[src/design/distance_vector_route_table_top_assert.svh]
// assertion macros shared by the route table checks
`ifndef DISTANCE_VECTOR_ROUTE_TABLE_TOP_ASSERT_SVH
`define DISTANCE_VECTOR_ROUTE_TABLE_TOP_ASSERT_SVH

// antecedent implies consequent in the same cycle
`define DVRT_ASSERT_NOW(lbl, clk_s, rst_s, ante, cons, msg) \
  lbl: assert property (@(posedge clk_s) disable iff (rst_s) (ante) |-> (cons)) \
    else $error(msg);

// antecedent implies consequent in the next cycle
`define DVRT_ASSERT_NEXT(lbl, clk_s, rst_s, ante, cons, msg) \
  lbl: assert property (@(posedge clk_s) disable iff (rst_s) (ante) |=> (cons)) \
    else $error(msg);

`endif

[src/design/dvrt_pkg.sv]
// ----------------------------------------------------------------------------
// dvrt_pkg
// types, constants and helpers of the distance-vector route table
// ----------------------------------------------------------------------------
`default_nettype none

package dvrt_pkg;

  localparam int NODES     = 8;
  localparam int NODE_W    = 3;
  localparam int PORTS     = 4;
  localparam int PORT_W    = 2;
  localparam int PCNT_W    = 3;
  localparam int COST_W    = 8;
  localparam int TIME_BITS = 32;
  localparam int ADDR_W    = 5;
  localparam int DATA_W    = 32;

  localparam logic [COST_W-1:0] COST_MAX = '1;

  typedef enum logic [1:0] {
    MODE_UPDATE = 2'd0,
    MODE_CHECK  = 2'd1,
    MODE_ADV    = 2'd2,
    MODE_LOOKUP = 2'd3
  } mode_t;

  typedef enum logic [2:0] {
    REG_SELF     = 3'd0,
    REG_STRATEGY = 3'd1,
    REG_INFINITY = 3'd2,
    REG_TIMEOUT  = 3'd3,
    REG_PCOUNT   = 3'd4,
    REG_NBRS     = 3'd5
  } reg_idx_t;

  typedef enum logic [1:0] {
    STRAT_NONE   = 2'd0,
    STRAT_SPLIT  = 2'd1,
    STRAT_POISON = 2'd2
  } strat_t;

  typedef enum logic [2:0] {
    S_IDLE,
    S_UPD,
    S_CHK,
    S_POIS,
    S_ADV,
    S_LOOK,
    S_FIN
  } state_t;

  typedef enum logic [1:0] {
    EM_ADV,
    EM_HIT,
    EM_MISS
  } emit_t;

  typedef struct packed {
    logic [NODE_W-1:0]      self_node;
    logic [1:0]             strategy;
    logic [COST_W-1:0]      infinity_cost;
    logic [TIME_BITS-1:0]   timeout_ticks;
    logic [PCNT_W-1:0]      port_count;
    logic [PORTS*NODE_W-1:0] port_neighbors;
  } cfg_t;

  typedef struct packed {
    logic              latch_in;
    logic              stamp;
    logic              poison_wr;
    logic              clear_seen;
    logic              use_dest;
    logic              emit;
    emit_t             emit_kind;
    logic              flush;
    logic [NODE_W-1:0] d;
    logic [NODE_W-1:0] n;
    logic [PCNT_W-1:0] p;
  } cmd_t;

  typedef struct packed {
    logic upd_change;
    logic have_route;
    logic port_in_use;
    logic hop_match;
    logic split_skip;
    logic timed_out;
    logic poison_match;
    logic emit_ok;
    logic held_valid;
    logic flush_ok;
  } status_t;

  typedef struct packed {
    logic              kind;
    logic [PORT_W-1:0] port;
    logic [NODE_W-1:0] dest;
    logic [COST_W-1:0] cost;
    logic              found;
    logic              last;
  } result_t;

  function automatic logic [NODE_W-1:0] neighbor_of(logic [PORTS*NODE_W-1:0] nbrs,
                                                    logic [PORT_W-1:0] p);
    return nbrs[p*NODE_W +: NODE_W];
  endfunction

endpackage

`default_nettype wire

[src/design/dvrt_regs.sv]
// ----------------------------------------------------------------------------
// dvrt_regs
// configuration register file behind the apb port
// ----------------------------------------------------------------------------
`default_nettype none

module dvrt_regs
  import dvrt_pkg::*;
(
  input  logic              clk,
  input  logic              rst,
  input  logic              psel,
  input  logic              penable,
  input  logic              pwrite,
  input  logic [ADDR_W-1:0] paddr,
  input  logic [DATA_W-1:0] pwdata,
  output logic [DATA_W-1:0] prdata,
  output cfg_t              cfg
);

  reg_idx_t idx;
  logic     wr;

  assign idx = reg_idx_t'(paddr[ADDR_W-1:2]);
  assign wr  = psel && penable && pwrite;

  always_ff @(posedge clk) begin
    if (rst) begin
      cfg.self_node      <= '0;
      cfg.strategy       <= '0;
      cfg.infinity_cost  <= COST_W'(16);
      cfg.timeout_ticks  <= TIME_BITS'(1000);
      cfg.port_count     <= PCNT_W'(4);
      cfg.port_neighbors <= '0;
    end else if (wr) begin
      unique case (idx)
        REG_SELF:     cfg.self_node      <= pwdata[NODE_W-1:0];
        REG_STRATEGY: cfg.strategy       <= pwdata[1:0];
        REG_INFINITY: cfg.infinity_cost  <= pwdata[COST_W-1:0];
        REG_TIMEOUT:  cfg.timeout_ticks  <= pwdata[TIME_BITS-1:0];
        REG_PCOUNT:   cfg.port_count     <= pwdata[PCNT_W-1:0];
        REG_NBRS:     cfg.port_neighbors <= pwdata[PORTS*NODE_W-1:0];
        default: ;
      endcase
    end
  end

  always_comb begin
    prdata = '0;
    unique case (idx)
      REG_SELF:     prdata = DATA_W'(cfg.self_node);
      REG_STRATEGY: prdata = DATA_W'(cfg.strategy);
      REG_INFINITY: prdata = DATA_W'(cfg.infinity_cost);
      REG_TIMEOUT:  prdata = DATA_W'(cfg.timeout_ticks);
      REG_PCOUNT:   prdata = DATA_W'(cfg.port_count);
      REG_NBRS:     prdata = DATA_W'(cfg.port_neighbors);
      default:      prdata = '0;
    endcase
  end

endmodule

`default_nettype wire

[src/design/dvrt_datapath.sv]
// ----------------------------------------------------------------------------
// dvrt_datapath
// route and neighbor tables, timeout compare, result hold and output register
// ----------------------------------------------------------------------------
`default_nettype none

module dvrt_datapath
  import dvrt_pkg::*;
(
  input  logic                 clk,
  input  logic                 rst,
  input  cfg_t                 cfg,
  input  cmd_t                 cmd,
  input  logic [NODE_W-1:0]    in_src,
  input  logic [NODE_W-1:0]    in_dest,
  input  logic [COST_W-1:0]    in_cost,
  input  logic [TIME_BITS-1:0] in_now,
  output status_t              status,
  output logic                 out_valid,
  input  logic                 out_ready,
  output result_t              out_res
);

  logic [NODES-1:0]     route_valid;
  logic [NODE_W-1:0]    route_next_hop [NODES];
  logic [COST_W-1:0]    route_cost     [NODES];
  logic [NODES-1:0]     seen_valid;
  logic [TIME_BITS-1:0] last_seen_time [NODES];

  logic [NODE_W-1:0]    src_q, dest_q;
  logic [COST_W-1:0]    cost_q;
  logic [TIME_BITS-1:0] now_q;

  logic [NODE_W-1:0]    addr, hop, nb;
  logic [COST_W-1:0]    cur_cost, nc, upd_cost, adv_cost;
  logic [PCNT_W-1:0]    nports;
  logic [TIME_BITS-1:0] age;
  logic                 is_self, rv;
  logic                 held_valid;
  logic                 upd_change;
  result_t              held, new_res, flush_res;
  logic                 can_push;

  assign addr     = cmd.use_dest ? dest_q : cmd.d;
  assign is_self  = (addr == cfg.self_node);
  assign rv       = route_valid[addr];
  assign hop      = is_self ? cfg.self_node : route_next_hop[addr];
  assign cur_cost = is_self ? '0 : route_cost[addr];
  assign nc       = (cost_q == COST_MAX) ? COST_MAX : cost_q + COST_W'(1);
  assign nports   = (cfg.port_count > PCNT_W'(PORTS)) ? PCNT_W'(PORTS) : cfg.port_count;
  assign nb       = neighbor_of(cfg.port_neighbors, cmd.p[PORT_W-1:0]);
  assign age      = now_q - last_seen_time[cmd.n];

  // decide whether the update changes the route and the cost it leaves
  always_comb begin
    upd_change = 1'b0;
    upd_cost   = nc;
    if (!is_self) begin
      if (!rv || route_cost[addr] > nc) begin
        upd_change = 1'b1;
      end else if (route_cost[addr] < nc && route_next_hop[addr] == src_q) begin
        upd_change = 1'b1;
        upd_cost   = (cost_q == cfg.infinity_cost) ? cfg.infinity_cost : nc;
      end
    end
  end

  assign status.upd_change   = upd_change;
  assign status.have_route   = is_self || rv;
  assign status.port_in_use  = cmd.p < nports;
  assign status.hop_match    = (nb == hop);
  assign status.split_skip   = (cfg.strategy == STRAT_SPLIT) && (nb == hop);
  assign status.timed_out    = seen_valid[cmd.n] && (age > cfg.timeout_ticks);
  assign status.poison_match = !is_self && rv && (route_next_hop[addr] == cmd.n);

  assign adv_cost = ((cfg.strategy == STRAT_POISON) && (nb == hop)) ? cfg.infinity_cost
                                                                   : cur_cost;

  always_comb begin
    new_res = '0;
    unique case (cmd.emit_kind)
      EM_ADV: begin
        new_res.port = cmd.p[PORT_W-1:0];
        new_res.dest = addr;
        new_res.cost = adv_cost;
      end
      EM_HIT: begin
        new_res.kind  = 1'b1;
        new_res.port  = cmd.p[PORT_W-1:0];
        new_res.dest  = addr;
        new_res.found = 1'b1;
      end
      default: begin
        new_res.kind = 1'b1;
        new_res.dest = addr;
      end
    endcase
  end

  // the held result marked as the last of its request
  always_comb begin
    flush_res      = held;
    flush_res.last = 1'b1;
  end

  assign can_push          = !out_valid || out_ready;
  assign status.emit_ok    = !held_valid || can_push;
  assign status.held_valid = held_valid;
  assign status.flush_ok   = can_push;

  always_ff @(posedge clk) begin
    if (cmd.latch_in) begin
      src_q  <= in_src;
      dest_q <= in_dest;
      cost_q <= in_cost;
      now_q  <= in_now;
    end
    if (cmd.stamp) begin
      last_seen_time[src_q] <= now_q;
      if (upd_change) begin
        route_next_hop[addr] <= src_q;
        route_cost[addr]     <= upd_cost;
      end
    end
    if (cmd.poison_wr) begin
      route_cost[addr] <= cfg.infinity_cost;
    end
    if (cmd.emit) begin
      held <= new_res;
    end
    if (cmd.emit && held_valid) begin
      out_res <= held;
    end else if (cmd.flush) begin
      out_res <= flush_res;
    end
  end

  always_ff @(posedge clk) begin
    if (rst) begin
      route_valid <= '0;
      seen_valid  <= '0;
      held_valid  <= 1'b0;
      out_valid   <= 1'b0;
    end else begin
      if (cmd.stamp) begin
        seen_valid[src_q] <= 1'b1;
        if (upd_change) begin
          route_valid[addr] <= 1'b1;
        end
      end
      if (cmd.clear_seen) begin
        seen_valid[cmd.n] <= 1'b0;
      end
      if (cmd.emit) begin
        held_valid <= 1'b1;
      end else if (cmd.flush) begin
        held_valid <= 1'b0;
      end
      if ((cmd.emit && held_valid) || cmd.flush) begin
        out_valid <= 1'b1;
      end else if (out_ready) begin
        out_valid <= 1'b0;
      end
    end
  end

endmodule

`default_nettype wire

[src/design/dvrt_ctrl.sv]
// ----------------------------------------------------------------------------
// dvrt_ctrl
// sequencer over nodes, routes and ports for one request at a time
// ----------------------------------------------------------------------------
`default_nettype none

module dvrt_ctrl
  import dvrt_pkg::*;
(
  input  logic       clk,
  input  logic       rst,
  input  logic       in_valid,
  input  logic [1:0] in_mode,
  output logic       in_ready,
  input  status_t    status,
  output cmd_t       cmd
);

  localparam logic [NODE_W-1:0] LAST_NODE = NODE_W'(NODES - 1);

  state_t            state, state_next;
  mode_t             mode, mode_next;
  logic [NODE_W-1:0] d, d_next, n, n_next;
  logic [PCNT_W-1:0] p, p_next;
  logic              route_done;

  always_ff @(posedge clk) begin
    if (rst) begin
      state <= S_IDLE;
      mode  <= MODE_UPDATE;
      d     <= '0;
      n     <= '0;
      p     <= '0;
    end else begin
      state <= state_next;
      mode  <= mode_next;
      d     <= d_next;
      n     <= n_next;
      p     <= p_next;
    end
  end

  assign in_ready = (state == S_IDLE);

  always_comb begin
    state_next = state;
    mode_next  = mode;
    d_next     = d;
    n_next     = n;
    p_next     = p;
    route_done = 1'b0;
    cmd        = '0;
    cmd.emit_kind = EM_ADV;
    cmd.d      = d;
    cmd.n      = n;
    cmd.p      = p;

    unique case (state)
      S_IDLE: begin
        if (in_valid) begin
          cmd.latch_in = 1'b1;
          mode_next    = mode_t'(in_mode);
          d_next       = '0;
          n_next       = '0;
          p_next       = '0;
          unique case (mode_t'(in_mode))
            MODE_UPDATE: state_next = S_UPD;
            MODE_CHECK:  state_next = S_CHK;
            MODE_ADV:    state_next = S_ADV;
            default:     state_next = S_LOOK;
          endcase
        end
      end
      S_UPD: begin
        cmd.use_dest = 1'b1;
        cmd.stamp    = 1'b1;
        p_next       = '0;
        state_next   = status.upd_change ? S_ADV : S_FIN;
      end
      S_CHK: begin
        if (status.timed_out) begin
          d_next     = '0;
          state_next = S_POIS;
        end else if (n == LAST_NODE) begin
          state_next = S_FIN;
        end else begin
          n_next = n + NODE_W'(1);
        end
      end
      S_POIS: begin
        if (status.poison_match) begin
          cmd.poison_wr = 1'b1;
          p_next        = '0;
          state_next    = S_ADV;
        end else begin
          route_done = 1'b1;
        end
      end
      S_ADV: begin
        cmd.use_dest = (mode == MODE_UPDATE);
        if (!status.have_route || !status.port_in_use) begin
          route_done = 1'b1;
        end else if (status.split_skip) begin
          p_next = p + PCNT_W'(1);
        end else if (status.emit_ok) begin
          cmd.emit = 1'b1;
          p_next   = p + PCNT_W'(1);
        end
      end
      S_LOOK: begin
        cmd.use_dest = 1'b1;
        if (status.have_route && status.port_in_use && !status.hop_match) begin
          p_next = p + PCNT_W'(1);
        end else if (status.emit_ok) begin
          cmd.emit      = 1'b1;
          cmd.emit_kind = (status.have_route && status.port_in_use) ? EM_HIT : EM_MISS;
          state_next    = S_FIN;
        end
      end
      S_FIN: begin
        if (!status.held_valid) begin
          state_next = S_IDLE;
        end else if (status.flush_ok) begin
          cmd.flush  = 1'b1;
          state_next = S_IDLE;
        end
      end
      default: state_next = S_IDLE;
    endcase

    // once a route is advertised or passed over, step to the next route, the next node, or finish
    if (route_done) begin
      p_next = '0;
      unique case (mode)
        MODE_ADV: begin
          if (d == LAST_NODE) begin
            state_next = S_FIN;
          end else begin
            d_next     = d + NODE_W'(1);
            state_next = S_ADV;
          end
        end
        MODE_CHECK: begin
          if (d == LAST_NODE) begin
            cmd.clear_seen = 1'b1;
            if (n == LAST_NODE) begin
              state_next = S_FIN;
            end else begin
              n_next     = n + NODE_W'(1);
              state_next = S_CHK;
            end
          end else begin
            d_next     = d + NODE_W'(1);
            state_next = S_POIS;
          end
        end
        default: state_next = S_FIN;
      endcase
    end
  end

endmodule

`default_nettype wire

[src/design/distance_vector_route_table_top.sv]
// ----------------------------------------------------------------------------
// distance_vector_route_table_top
// distance-vector route table with per-port advertising and port lookup
// ----------------------------------------------------------------------------
// One request is worked at a time; s_tready is high only while the sequencer
// is idle. A neighbor update stamps the source and, when the route changes,
// advertises it on each port in use. An advertise-all request walks every
// node and every port. A check-alive request walks every neighbor node;
// for each timed-out neighbor it walks every route and advertises each
// route it poisons. A lookup searches the ports in use for the next hop.
// The sequencer steps route, node and port counters, and stalls on m_tready
// hold it. Results leave through a one-deep hold and an output register, so
// the last result of a request is marked on m_tlast. Route and seen valid
// bits clear at reset; no clearing pass is needed.
`default_nettype none

module distance_vector_route_table_top
  import dvrt_pkg::*;
(
  input  logic              clk,
  input  logic              rst,
  // apb configuration port
  input  logic              psel,
  input  logic              penable,
  input  logic              pwrite,
  input  logic [ADDR_W-1:0] paddr,
  input  logic [DATA_W-1:0] pwdata,
  output logic [DATA_W-1:0] prdata,
  output logic              pready,
  // request stream
  input  logic              s_tvalid,
  output logic              s_tready,
  input  logic [47:0]       s_tdata,  // source_node[2:0] dest_node[5:3] cost[13:6] now[45:14]
  input  logic [1:0]        s_tuser,  // mode[1:0]
  // result stream
  output logic              m_tvalid,
  input  logic              m_tready,
  output logic [15:0]       m_tdata,  // out_port[1:0] adv_dest[4:2] adv_cost[12:5]
                                      // route_found[13]
  output logic [0:0]        m_tuser,  // result_kind[0]
  output logic              m_tlast   // last_item
);

  cfg_t    cfg;
  cmd_t    cmd;
  status_t status;
  result_t res;

  assign pready = 1'b1;

  dvrt_regs u_regs (
    .clk     (clk),
    .rst     (rst),
    .psel    (psel),
    .penable (penable),
    .pwrite  (pwrite),
    .paddr   (paddr),
    .pwdata  (pwdata),
    .prdata  (prdata),
    .cfg     (cfg)
  );

  // sequencer: one request at a time
  dvrt_ctrl u_ctrl (
    .clk      (clk),
    .rst      (rst),
    .in_valid (s_tvalid),
    .in_mode  (s_tuser),
    .in_ready (s_tready),
    .status   (status),
    .cmd      (cmd)
  );

  // tables, compare and result staging
  dvrt_datapath u_dp (
    .clk       (clk),
    .rst       (rst),
    .cfg       (cfg),
    .cmd       (cmd),
    .in_src    (s_tdata[2:0]),
    .in_dest   (s_tdata[5:3]),
    .in_cost   (s_tdata[13:6]),
    .in_now    (s_tdata[45:14]),
    .status    (status),
    .out_valid (m_tvalid),
    .out_ready (m_tready),
    .out_res   (res)
  );

  // pack the result fields, lowest first
  assign m_tdata = {2'b00, res.found, res.cost, res.dest, res.port};
  assign m_tuser = res.kind;
  assign m_tlast = res.last;

  `include "distance_vector_route_table_top_assert.svh"

  // a new request never starts with a result still held back
  `DVRT_ASSERT_NOW(a_idle_hold_empty, clk, rst, s_tready, !status.held_valid, "held result at accept")
  // after accepting a request the block is busy
  `DVRT_ASSERT_NEXT(a_busy_after_accept, clk, rst, s_tvalid && s_tready, !s_tready, "ready after accept")
  // a result is only pushed out when the output register can take it
  `DVRT_ASSERT_NOW(a_push_room, clk, rst, cmd.flush, !m_tvalid || m_tready, "push into full output")

endmodule

`default_nettype wire

[config.mk]
export PLATFORM = sky130hd
export DESIGN_NAME = distance_vector_route_table_top
export DESIGN_NICKNAME = d
export VERILOG_FILES = /design/src/design/dvrt_pkg.sv /design/src/design/dvrt_regs.sv /design/src/design/dvrt_datapath.sv /design/src/design/dvrt_ctrl.sv /design/src/design/distance_vector_route_table_top.sv
export VERILOG_INCLUDE_DIRS = /design/src /design/src/design
export SDC_FILE = /design/constraint.sdc
export NUM_CORES = 1
export LEC_CHECK = 0
export BUFFER_PORTS_ARGS = -buffer_cell sky130_fd_sc_hd__buf_4
export CORE_UTILIZATION = 50
export DETAILED_ROUTE_END_ITERATION = 12
export PLACE_DENSITY_LB_ADDON = 0.3
export SLEW_MARGIN = 20
export SYNTH_ARGS = -nofsm -noshare
export SYNTH_HDL_FRONTEND = slang
export SYNTH_SLANG_ARGS = --single-unit
[constraint.sdc]
create_clock -name clk -period 15.6 [get_ports clk]
set_input_delay 0.78 -clock clk [delete_from_list [all_inputs] [get_ports clk]]
set_output_delay 0.78 -clock clk [all_outputs]
set_load 0.05 [all_outputs]
==> metrics.yaml <==
hold_path:
  hold_depth: 1
  hold_path.class: "in2reg"
drt:
  vias: 15712
  postRouteAntennaNets: 0
  drc_errors: 0
  finalWirelength_um: 57300
  dr.pass1.iters: 8
  initialDrtViolationCount: 1360
  wl_per_cell_um: 22.3
  routed_via_density: 6.12
power:
  p_sw_mw: 1.48
  p_per_area_nw_per_um2: 166
  sw_frac_of_total: 0.340
  ir_drop_uv: 136
  p_comb_frac: 0.304
  p_leak_nw: 9.16
  power_frac_seq: 0.412
  power_frac_clock: 0.284
  intPower_mw: 2.88
sta:
  holdWs_ns: 0.331
  tightestPinTransition_ns: 1.09
  setup_viol: 0
  drv_slew: 0
  timing.fmax_mhz: 126
  relSlewSlack: 0.271
  fin_setup_tns_ns: 0
  fin_crit_ns: 7.94
  rsz0062_at_grt: "no"
  finalHoldViolations: 0
  finClkSkew_ns: 0.0533
  post-route-period-util: 0.509
synthesis:
  synth_edf_count: 421
  syn_inst: 1803
  synth_area_leader_cell: "edfxtp_1"
  synth_seq_cells: 513
  synth_area_per_cell_um2: 12.7
  ys_top_cells_by_area: "edfxtp_1 55%, dfxtp_1 8.1%, a22oi_1 4.9%"
  synthArstFlopShare: 0
  ys_seq_area_frac: 0.635
  synth_cell_types: 80
  synthFlopType: "edfxtp_1"
  netlist_area_um2: 22800
  yosys_warnings: 0
  yosysTopAreaCellShare: 0.554
run:
  drv_cap: 0
layout:
  multi_input_area_um2: 7780
  drive_above_1_share: 0.143
  final_common_cell: "edfxtp_1"
  finalInstanceArea_um2: 26200
  mostFrequentLayoutCells: "421 x edfxtp_1, 163 x nand2_1, 161 x buf_4, 149 x a22oi_1, 101 x nor2_1"
  area_growth_pct: 14.8
  n_fill_cell: 3471
  fin_util: 0.587
  nets: 2114
  seq_area_um2: 14500
critical_path:
  critical_path_class: "reg2reg"
  cp-start-kind: "flop"
  crit_buf_inv: 2
  crit_arrival_ns: 8.44
  cp-end-kind: "flop"
  critPathMaxStageDelay_ns: 0.73
  r2r_slack_ns: 7.66
  worstPathRequired_ns: 16.10
  path_max_fanout: 33
  r2r_cells: 26
  worst-path-stages: 26
  critical-path-top-delay-family: "compound AO/OA/AOI/OAI gates"
  slowest_stage: "dfxtp_1"
grt:
  grt_max_degree: 76
  antenna_found_initial: 2
  grt.total_usage: 0.245
  gr-total-overflow: 0
  grt_first_pass_wirelength_um: 87600
  grt_pass1_vias: 15489
clock_tree:
  clk_pin_slew_worst_paths_ns: 0.06
  cts_root_buf: "clkbuf_16"
  clkLatencyLatePin_ns: 0.62
  clock_sinks: 513
  cts_resized: 0
  clock_path_buffers: 3
  cts_made_buffers: 52
  cts_setup_buffers: 0
  htreeDepth: 2
  ctsHoldBuffers: 0
  cts_tree: "built"
outcome:
  status: "completed"
place:
  dp_hpwl_um: 36400
  gp_congestion: 0.897
  port_buffers: 139
  placed_area_um2: 24500
floorplanning:
  start_util: 0.511
  die_x_um: 216
  die_h_um: 216
  io_pins: 147
  placementRows: 77
  core_area_um2: 44600
  dieArea_um2: 46500
[registers in the layout, indices dropped and copies added, names as in the netlist, 15 cells and up]
signal / cells
u_dp.last_seen_time: 256
u_dp.route_next_hop: 24
u_dp.out_res: 16
u_dp.flush_res: 15
u_dp.now_q: 32
u_regs.cfg: 60
u_dp.route_cost: 64
[cell families (layout without fill, tap and decap cells)]
logic type               count (synthesis)  count (layout)  share of synthesized area
AO/OA/AOI/OAI                          444             444                      0.137
XOR/XNOR                                49              49                     0.0191
adder cells (fa/ha/maj)                 88              88                     0.0486
buffers and inverters                  159             330                     0.0277
flip-flops                             513             513                      0.635
multiplexers                            46              46                     0.0227
other                                    2               4                   0.000329
AND/OR/NAND/NOR                        502             502                      0.110
[layout make-up]
type	instances	area share
flip-flops and latches	513	0.553
repair buffers	161	0.0462
multi-input cells	1132	0.297
diodes	1	0.0000956
clock inverters	25	0.0111
clock buffers	72	0.0541
well taps	592	0.0283
inverters	72	0.0103
[through the flow]
step           setup slack (ns)  std cells  power, mW
4_1_cts                    7.86       2567       4.35
2_1_floorplan              9.14       1804       2.69
3_5_place_dp               7.96       2470       3.11
5_1_grt                    7.21       2568       4.56
6_report                   7.66       2568       4.35
3_3_place_gp               8.10       2470       3.07
[metal layers]
metal  GRT usage  vias to the layer above  wire [um]
met5           0                        -         11
met4      0.0950                        2       1850
met3      0.0519                      133       4770
met2       0.396                      733      27100
met1       0.325                     7699      23500
li1            -                     7145          -
[path summary, 6_finish.rpt]
kind / end / start
max reg2reg: u_ctrl.n[0] / u_ctrl.n[1]
min reg2reg: u_dp.out_res[13] / u_dp.flush_res[13]
min: u_dp.now_q[22] / s_tdata[36]
max: u_ctrl.n[0] / u_ctrl.n[1]
[synthesized netlist by cell type, drive strengths merged, types with 19 or more instances]
| cell | count |
|---|---|
| buf | 19 |
| nand3 | 34 |
| a21o | 28 |
| nor3 | 30 |
| a21oi | 99 |
| inv | 72 |
| a22oi | 149 |
| and4 | 33 |
| and3 | 37 |
| nor2 | 108 |
| dfxtp | 92 |
| xnor2 | 37 |
| edfxtp | 421 |
| nand2 | 163 |
| nand4 | 19 |
| ha | 87 |
| o21ai | 35 |
| clkbuf | 68 |
| mux2i | 37 |
[power groups by stage]
stage / sequential (mW) / clock, mW / combinational, mW
floorplan: 1.77 / 0 / 0.916
global placement: 1.81 / 0 / 1.26
finish: 1.79 / 1.23 / 1.33
global route: 1.80 / 1.31 / 1.45
CTS: 1.79 / 1.25 / 1.31
detailed placement: 1.82 / 0 / 1.30
(Power assumes the default switching activity.)
